## src/rtl/mcqd_pkg.sv

```systemverilog
package mcqd_pkg;

  // Queue geometry.
  localparam int QUEUE_DEPTH = 32;
  localparam int ADDR_W      = (QUEUE_DEPTH > 1) ? $clog2(QUEUE_DEPTH) : 1;
  localparam int FILL_W      = $clog2(QUEUE_DEPTH + 1);
  localparam int TEXT_W      = 64;

  // Operation codes.
  localparam logic OP_ENQUEUE = 1'b0;
  localparam logic OP_DEQUEUE = 1'b1;

  // Fixed command words, first character in the top byte.
  localparam logic [TEXT_W-1:0] CMD_START = 64'h5354415254303030;
  localparam logic [TEXT_W-1:0] CMD_P1L   = 64'h50314C3030303030;
  localparam logic [TEXT_W-1:0] CMD_P1R   = 64'h5031523030303030;
  localparam logic [TEXT_W-1:0] CMD_P2L   = 64'h50324C3030303030;
  localparam logic [TEXT_W-1:0] CMD_P2R   = 64'h5032523030303030;
  localparam logic [TEXT_W-1:0] CMD_END0  = 64'h454E443030303030;
  localparam logic [TEXT_W-1:0] CMD_END1  = 64'h454E443030303031;

  // Characters that steer the decode.
  localparam logic [7:0] CHR_F    = 8'h46;
  localparam logic [7:0] CHR_B    = 8'h42;
  localparam logic [7:0] CHR_S    = 8'h53;
  localparam logic [7:0] CHR_A    = 8'h41;
  localparam logic [7:0] CHR_Q    = 8'h51;
  localparam logic [7:0] CHR_W    = 8'h57;
  localparam logic [7:0] CHR_E    = 8'h45;
  localparam logic [7:0] CHR_R    = 8'h52;
  localparam logic [7:0] CHR_T    = 8'h54;
  localparam logic [7:0] CHR_D    = 8'h44;
  localparam logic [7:0] CHR_ZERO = 8'd48;

  typedef struct packed {
    logic              operation;
    logic [TEXT_W-1:0] command_text;
  } in_t;

  typedef struct packed {
    logic        accepted;
    logic        stop_reply;
    logic        drive_forward;
    logic [7:0]  movement_code;
    logic [31:0] move_amount;
    logic [15:0] ends_seen;
    logic        waiting_flag;
    logic        queue_idle;
    logic [5:0]  entries_held;
  } out_t;

  // Motion state that persists between words.
  typedef struct packed {
    logic        forward;
    logic [7:0]  movement;
    logic [31:0] amount;
    logic [15:0] ends;
    logic        waiting;
  } held_t;

  // What decoding one dequeued word yields.
  typedef struct packed {
    logic  accepted;
    logic  stop;
    held_t held;
  } dec_res_t;

endpackage

```

## src/rtl/mcqd_ram.sv

```systemverilog
module mcqd_ram #(
  parameter int WIDTH = 64,
  parameter int DEPTH = 32
) (
  input  logic                           clk,
  input  logic                           wr_en,
  input  logic [$clog2(DEPTH)-1:0]       wr_addr,
  input  logic [WIDTH-1:0]               wr_data,
  input  logic                           rd_en,
  input  logic [$clog2(DEPTH)-1:0]       rd_addr,
  output logic [WIDTH-1:0]               rd_data
);

  logic [WIDTH-1:0] mem [DEPTH];
  logic [WIDTH-1:0] rd_data_r;

  always_ff @(posedge clk) begin
    if (wr_en) begin
      mem[wr_addr] <= wr_data;
    end
    if (rd_en) begin
      rd_data_r <= mem[rd_addr];
    end
  end

  assign rd_data = rd_data_r;

endmodule

```

## src/rtl/mcqd_decode.sv

```systemverilog
module mcqd_decode (
  input  logic [mcqd_pkg::TEXT_W-1:0] text,
  input  mcqd_pkg::held_t             held,
  output mcqd_pkg::dec_res_t          res
);

  import mcqd_pkg::*;

  // Place weights of a six-digit magnitude, most significant first.
  localparam logic [31:0] WEIGHT [6] = '{32'd100000, 32'd10000, 32'd1000,
                                         32'd100, 32'd10, 32'd1};

  logic [7:0]  first_chr;
  logic [7:0]  second_chr;
  logic [31:0] term [6];
  logic [31:0] amount6;
  logic [31:0] amount2;

  assign first_chr  = text[63:56];
  assign second_chr = text[55:48];

  // Each character counts as its code minus the code of zero, all modulo 2^32.
  always_comb begin
    amount6 = '0;
    for (int i = 0; i < 6; i++) begin
      term[i] = (32'(text[47-8*i -: 8]) - 32'(CHR_ZERO)) * WEIGHT[i];
      amount6 = amount6 + term[i];
    end
  end

  assign amount2 = ((32'(text[15:8]) - 32'(CHR_ZERO)) * 32'd10)
                 + (32'(text[7:0]) - 32'(CHR_ZERO));

  always_comb begin
    res          = '0;
    res.held     = held;
    if (text == CMD_START) begin
      res.held.movement = CHR_Q;
      res.accepted      = 1'b1;
    end else if (text == CMD_P1L) begin
      res.held.movement = CHR_W;
      res.accepted      = 1'b1;
    end else if (text == CMD_P1R) begin
      res.held.movement = CHR_E;
      res.accepted      = 1'b1;
    end else if (text == CMD_P2L) begin
      res.held.movement = CHR_R;
      res.accepted      = 1'b1;
    end else if (text == CMD_P2R) begin
      res.held.movement = CHR_T;
      res.accepted      = 1'b1;
    end else if (text == CMD_END0) begin
      res.held.ends    = held.ends + 16'd1;
      res.held.waiting = 1'b1;
      res.stop         = 1'b1;
    end else if (text == CMD_END1) begin
      res.held.waiting = 1'b1;
    end else if (first_chr == CHR_F || first_chr == CHR_B) begin
      res.held.forward  = (first_chr == CHR_F);
      res.held.movement = second_chr;
      res.held.amount   = (second_chr != CHR_A) ? amount6 : 32'd0;
      res.accepted      = 1'b1;
    end else if (first_chr == CHR_S) begin
      res.held.forward  = 1'b1;
      res.held.movement = CHR_D;
      res.held.amount   = amount2;
      res.accepted      = 1'b1;
    end
  end

endmodule

```

## src/rtl/motion_command_queue_decoder.sv

```systemverilog
// Channel | Ports                           | Role
// in      | in_valid, in_ready, in_data     | command word in: enqueue or dequeue request
// out     | out_valid, out_ready, out_data  | one status word per command word
//
// A word accepted at the input is held in stage one while its store read is registered;
// its result word is then registered in the result register, where it can be taken. One
// word per cycle can be sustained when the result side keeps out_ready high.
// The latency is set by the registered read port of the command store.
// rst_n is synchronous and clears the queue pointers, the fill level and the held motion
// state, and sets the waiting flag; store contents are not cleared.
// A stall on the result side holds the result word and then the stage behind it, after
// which in_ready drops until the result word is taken.
module motion_command_queue_decoder (
  input  logic           clk,
  input  logic           rst_n,
  input  logic           in_valid,
  output logic           in_ready,
  input  mcqd_pkg::in_t  in_data,
  output logic           out_valid,
  input  logic           out_ready,
  output mcqd_pkg::out_t out_data
);

  import mcqd_pkg::*;

  // Stage one registers: what the queue bookkeeping decided when the word came in.
  logic              s1_valid_r, s1_valid_nxt;
  logic              s1_op_r;
  logic              s1_hit_r;
  logic              s1_end_r;
  logic [FILL_W-1:0] s1_fill_r;

  // Queue bookkeeping.
  logic [ADDR_W-1:0] wr_slot_r, wr_slot_nxt;
  logic [ADDR_W-1:0] rd_slot_r, rd_slot_nxt;
  logic [FILL_W-1:0] fill_r, fill_nxt;

  // Persistent motion state and the result register.
  held_t held_r, held_nxt;
  logic  out_valid_r, out_valid_nxt;
  out_t  out_data_r, out_data_nxt;

  logic              in_fire;
  logic              s2_adv;
  logic              is_enq;
  logic              hit;
  logic              ram_wr;
  logic              ram_rd;
  logic [TEXT_W-1:0] ram_rdata;
  dec_res_t          dec;
  logic              accepted;
  logic              stop;

  // The result register frees when it is empty or being taken; stage one moves into it
  // whenever it frees, so stage one only blocks the input while the result side stalls.
  assign s2_adv   = !out_valid_r || out_ready;
  assign in_ready = !s1_valid_r || s2_adv;
  assign in_fire  = in_valid && in_ready;

  assign is_enq = (in_data.operation == OP_ENQUEUE);
  assign hit    = is_enq ? (fill_r != FILL_W'(QUEUE_DEPTH)) : (fill_r != '0);
  assign ram_wr = in_fire && is_enq && hit;
  assign ram_rd = in_fire && !is_enq && hit;

  // A dequeue can only reach an entry written by an earlier enqueue, whose write has
  // already landed by the time the read is clocked.
  mcqd_ram #(
    .WIDTH (TEXT_W),
    .DEPTH (QUEUE_DEPTH)
  ) u_store (
    .clk     (clk),
    .wr_en   (ram_wr),
    .wr_addr (wr_slot_r),
    .wr_data (in_data.command_text),
    .rd_en   (ram_rd),
    .rd_addr (rd_slot_r),
    .rd_data (ram_rdata)
  );

  always_comb begin
    wr_slot_nxt = wr_slot_r;
    rd_slot_nxt = rd_slot_r;
    fill_nxt    = fill_r;
    if (ram_wr) begin
      wr_slot_nxt = (wr_slot_r == ADDR_W'(QUEUE_DEPTH - 1)) ? '0 : wr_slot_r + 1'b1;
      fill_nxt    = fill_r + 1'b1;
    end
    if (ram_rd) begin
      rd_slot_nxt = (rd_slot_r == ADDR_W'(QUEUE_DEPTH - 1)) ? '0 : rd_slot_r + 1'b1;
      fill_nxt    = fill_r - 1'b1;
    end
  end

  always_comb begin
    s1_valid_nxt = s1_valid_r;
    if (in_fire) begin
      s1_valid_nxt = 1'b1;
    end else if (s2_adv) begin
      s1_valid_nxt = 1'b0;
    end
  end

  always_ff @(posedge clk) begin
    if (!rst_n) begin
      s1_valid_r <= 1'b0;
      wr_slot_r  <= '0;
      rd_slot_r  <= '0;
      fill_r     <= '0;
    end else begin
      s1_valid_r <= s1_valid_nxt;
      wr_slot_r  <= wr_slot_nxt;
      rd_slot_r  <= rd_slot_nxt;
      fill_r     <= fill_nxt;
    end
  end

  // Stage one payload. The END check on an enqueue is done here so that the text
  // itself need not be carried forward.
  always_ff @(posedge clk) begin
    if (in_fire) begin
      s1_op_r   <= in_data.operation;
      s1_hit_r  <= hit;
      s1_end_r  <= (in_data.command_text == CMD_END0) ||
                   (in_data.command_text == CMD_END1);
      s1_fill_r <= fill_nxt;
    end
  end

  // Stage two: decode the word read from the store against the held motion state.
  mcqd_decode u_decode (
    .text (ram_rdata),
    .held (held_r),
    .res  (dec)
  );

  always_comb begin
    held_nxt = held_r;
    accepted = 1'b0;
    stop     = 1'b0;
    if (s1_op_r == OP_ENQUEUE) begin
      accepted = s1_hit_r;
      if (s1_hit_r && s1_end_r) begin
        held_nxt.waiting = 1'b0;
      end
    end else if (s1_hit_r) begin
      held_nxt = dec.held;
      accepted = dec.accepted;
      stop     = dec.stop;
    end
  end

  always_comb begin
    out_data_nxt               = out_data_r;
    out_data_nxt.accepted      = accepted;
    out_data_nxt.stop_reply    = stop;
    out_data_nxt.drive_forward = held_nxt.forward;
    out_data_nxt.movement_code = held_nxt.movement;
    out_data_nxt.move_amount   = held_nxt.amount;
    out_data_nxt.ends_seen     = held_nxt.ends;
    out_data_nxt.waiting_flag  = held_nxt.waiting;
    out_data_nxt.queue_idle    = (s1_fill_r == '0) || held_nxt.waiting;
    out_data_nxt.entries_held  = 6'(s1_fill_r);
  end

  always_comb begin
    out_valid_nxt = out_valid_r;
    if (s2_adv) begin
      out_valid_nxt = s1_valid_r;
    end
  end

  always_ff @(posedge clk) begin
    if (!rst_n) begin
      out_valid_r <= 1'b0;
      held_r      <= '{forward: 1'b0, movement: 8'd0, amount: 32'd0,
                       ends: 16'd0, waiting: 1'b1};
    end else begin
      out_valid_r <= out_valid_nxt;
      if (s1_valid_r && s2_adv) begin
        held_r <= held_nxt;
      end
    end
  end

  always_ff @(posedge clk) begin
    if (s1_valid_r && s2_adv) begin
      out_data_r <= out_data_nxt;
    end
  end

  assign out_valid = out_valid_r;
  assign out_data  = out_data_r;

endmodule

```

## config.mk

```make
export PLATFORM = sky130hd
export DESIGN_NAME = motion_command_queue_decoder
export DESIGN_NICKNAME = d
export VERILOG_FILES = /design/src/rtl/mcqd_pkg.sv /design/src/rtl/mcqd_ram.sv /design/src/rtl/mcqd_decode.sv /design/src/rtl/motion_command_queue_decoder.sv
export SDC_FILE = /design/constraint.sdc
export NUM_CORES = 2
export LEC_CHECK = 0
export BUFFER_PORTS_ARGS = -buffer_cell sky130_fd_sc_hd__clkbuf_2
export CAP_MARGIN = 20
export CORE_MARGIN = 2
export CORE_UTILIZATION = 39
export CTS_CLUSTER_DIAMETER = 30
export DETAILED_ROUTE_END_ITERATION = 12
export GPL_ROUTABILITY_DRIVEN = 0
export PLACE_DENSITY = 0.59
export SLEW_MARGIN = 10
export SYNTH_ARGS = -nofsm -noshare
export SYNTH_HDL_FRONTEND = slang
export SYNTH_HIERARCHICAL = 1
export SYNTH_SLANG_ARGS = --single-unit
```

## constraint.sdc

```tcl
create_clock -name clk -period 19.8 [get_ports clk]
set_input_delay 2.97 -clock clk [delete_from_list [all_inputs] [get_ports clk]]
set_output_delay 2.97 -clock clk [all_outputs]
set_load 0.05 [all_outputs]
```

==> flow_summary.json <==
{
  "clock-root-buffer": "clkbuf_16",
  "critical-path-max-stage-delay_ns": 0.67,
  "wire_per_inst_um": 28.1,
  "regToRegEndpoint": "held_r[48]$_SDFFE_PN0P_",
  "setup_slack_ns": 9.53,
  "avgViaCountPerCell": 5.58,
  "rsz0062_at_grt": "no",
  "synth_edf_count": 2188,
  "initial_core_util_pct": 39.2,
  "slew_headroom_pct": 16.7,
  "syn_inst": 5343,
  "clkSinkCount": 2264,
  "grt_pass1_vias": 54400,
  "multiInputGateArea_mm2": 0.0309,
  "grt_max_degree": 134,
  "synth_top_area_share_pct": 65.4,
  "final_util_pct": 46.7,
  "synthTopCellsByArea": "edfxtp_1 (65%), mux4_2 (13%), fa_1 (3.8%)",
  "hold_path_class": "reg -> reg",
  "hold_buffers": 0,
  "finalCritPeriodShare_pct": 51.9,
  "crit_type": "reg -> reg",
  "nNetsFinal": 6349,
  "seq_area_frac_synth_pct": 66.9,
  "setup_violations": 0,
  "r2r_start": "u_store/rd_data[36]$_DFFE_PP_",
  "track_usage_pct": 20.4,
  "post_cts_resized": 0,
  "syn_area_mm2": 0.100,
  "clk_pin_slew_worst_paths_ns": 0.04,
  "die_x_um": 512,
  "slew_viol_final": 0,
  "grt_first_pass_wirelength_mm": 389,
  "yosysMostFrequentCell": "edfxtp_1",
  "grt-ovfl-total": 0,
  "worstSetupEndpointType": "flip-flop",
  "drc": 0,
  "drtIter0Drc": 4907,
  "post_cts_buffers": 0,
  "cpMostUsedCell": "ha_1",
  "syn_area_per_cell_um2": 18.8,
  "cp_slowest_cell": "or3_1",
  "yosysTopAreaCell": "edfxtp_1",
  "rrSetupSlack_ns": 9.53,
  "die_height_um": 512,
  "worstPathRequired_ns": 20.46,
  "period_needed_ns": 10.27,
  "worstSetupEndpoint": "held_r[48]$_SDFFE_PN0P_",
  "antenna_found_initial": 28,
  "clock.fmax_mhz": 97.3,
  "cp.arrival_ns": 10.93,
  "pin_count": 138,
  "synth_flop_cell": "edfxtp_1",
  "yosysUniqueCellTypes": 92,
  "ff2ff_path_depth": 35,
  "yosysWarnings": 6,
  "ys_top_cells_by_count": "edfxtp_1 (2,188), mux4_2 (602), inv_1 (424), ha_1 (277), fa_1 (192)",
  "nFillCells": 21500,
  "hold_viol_final": 0,
  "core_area_mm2": 0.256,
  "cts_buffers": 417,
  "wl_mm": 268,
  "synth.ff_latch_count": 2264,
  "start_kind": "flip-flop",
  "worst_slew_pin_slew_ns": 1.25,
  "drive_above_1_share_pct": 28.1,
  "async_flop_share_pct": 0,
  "finalClockSkew_ns": 0.143,
  "dp.final_hpwl_mm": 152,
  "cts_tree": "built",
  "startpoint": "u_store/rd_data[36]$_DFFE_PP_",
  "std_cell_rows": 186,
  "clkLatencyLatePin_ns": 0.93,
  "synth.net_count": 5881,
  "vias": 53300,
  "setup_tns_ns": 0,
  "fp.dieArea_mm2": 0.262,
  "outcome": "finished, final reports clean",
  "post-place-ws_ns": 9.47,
  "crit_fanout": 12,
  "clock_path_buffers": 4,
  "htree_levels": 5,
  "maxCapViolations": 0,
  "synthToLayoutAreaGrowth_pct": 19.2,
  "regArea_mm2": 0.0672,
  "firstDrtPassIters": 6,
  "portBuffers": 137,
  "ant_nets": 0
}
[placed cells by master, fill, tap and decap left out, types with 16 or more instances in the layout]
cell	instances
a21o_1	35
a21oi_1	108
a221oi_1	16
and2_1	27
buf_4	109
bufinv_16	58
clkbuf_1	51
clkbuf_16	420
clkbuf_2	137
clkinv_1	54
clkinv_2	74
clkinv_4	28
clkinvlp_4	43
dfxtp_1	71
edfxtp_1	2188
fa_1	192
ha_1	277
inv_1	422
inv_6	23
mux2_2	134
mux2i_1	116
mux4_2	602
nand2_1	80
nand2b_1	26
nand3_1	24
nand4_1	20
nor2_1	137
nor2_4	33
nor2b_1	25
nor3_1	33
o21ai_0	88
o22ai_1	22
xnor2_1	129
xor2_1	43
[critical path, delay by kind of cell, from the launching register on]
kind	cells	cell delay (ns)
compound gates	7	1.61
xor+xnor	5	0.84
fa+ha+maj	11	4.50
buf+inv	5	0.75
flops	1	0.45
mux	2	0.44
simple gates	5	1.51
[routing by layer]
metal	wire (um)	up-vias	GRT usage, %
met3	16900	402	3.02
met1	114000	28600	28.5
met2	131000	1960	33.4
met4	6360	8	5.26
li1	-	22300	-
met5	49	-	0
[cells by family after synthesis]
group | after synthesis | synth area share, %
DFF | 2264 | 66.9
muxes | 852 | 16.2
buffers and inverters | 631 | 2.55
and+or+nand+nor | 507 | 2.63
adders and majority gates | 469 | 7.28
AOI/OAI and AO/OA | 447 | 2.96
xor gates and xnor gates | 172 | 1.50
other | 1 | 0.00373
[layout make-up]
class	count	share of cell area, %
clock inverter	295	2.86
clock buffer	473	8.96
tap	3384	3.53
inverter	429	1.35
multi-input combinational	2448	25.8
timing repair buffer	251	1.33
antenna	10	0.0209
sequential	2264	56.1
[state kept, by name, indices dropped and copies added (netlist names), 5 cells and up]
register and cells:
u_store/mem 2048, out_data 67, u_store/rd_data 64, held_r 58
fill_r 6, s1_fill_r 6, rd_slot_r 5, wr_slot_r 5
[how the worst min path moves through the flow]
stage / endpoint / from / slack (ns) / depth (start not counted)
5_1_grt: out_data[2]$_DFFE_PP_ / s1_fill_r[2]$_DFFE_PN_ / 0.46 / 0
2_1_floorplan: out_data[2]$_DFFE_PP_ / s1_fill_r[2]$_DFFE_PN_ / 0.42 / 0
3_5_place_dp: out_data[2]$_DFFE_PP_ / s1_fill_r[2]$_DFFE_PN_ / 0.43 / 0
3_3_place_gp: out_data[2]$_DFFE_PP_ / s1_fill_r[2]$_DFFE_PN_ / 0.43 / 0
6_report: out_data[2]$_DFFE_PP_ / s1_fill_r[2]$_DFFE_PN_ / 0.44 / 0
4_1_cts: out_data[2]$_DFFE_PP_ / s1_fill_r[2]$_DFFE_PN_ / 0.44 / 0
[stage by stage]
step,hold WS [ns],instances,cell area (um2)
final,0.436,9554,120000
after global routing,0.457,9547,120000
after CTS,0.438,9543,120000
after detailed placement,0.431,8775,106000
after global placement,0.430,8775,106000
after floorplan,0.417,5343,100000
Power is not shown: default switching activity piles up to over one toggle a cycle in this logic, so the estimate is an artifact.
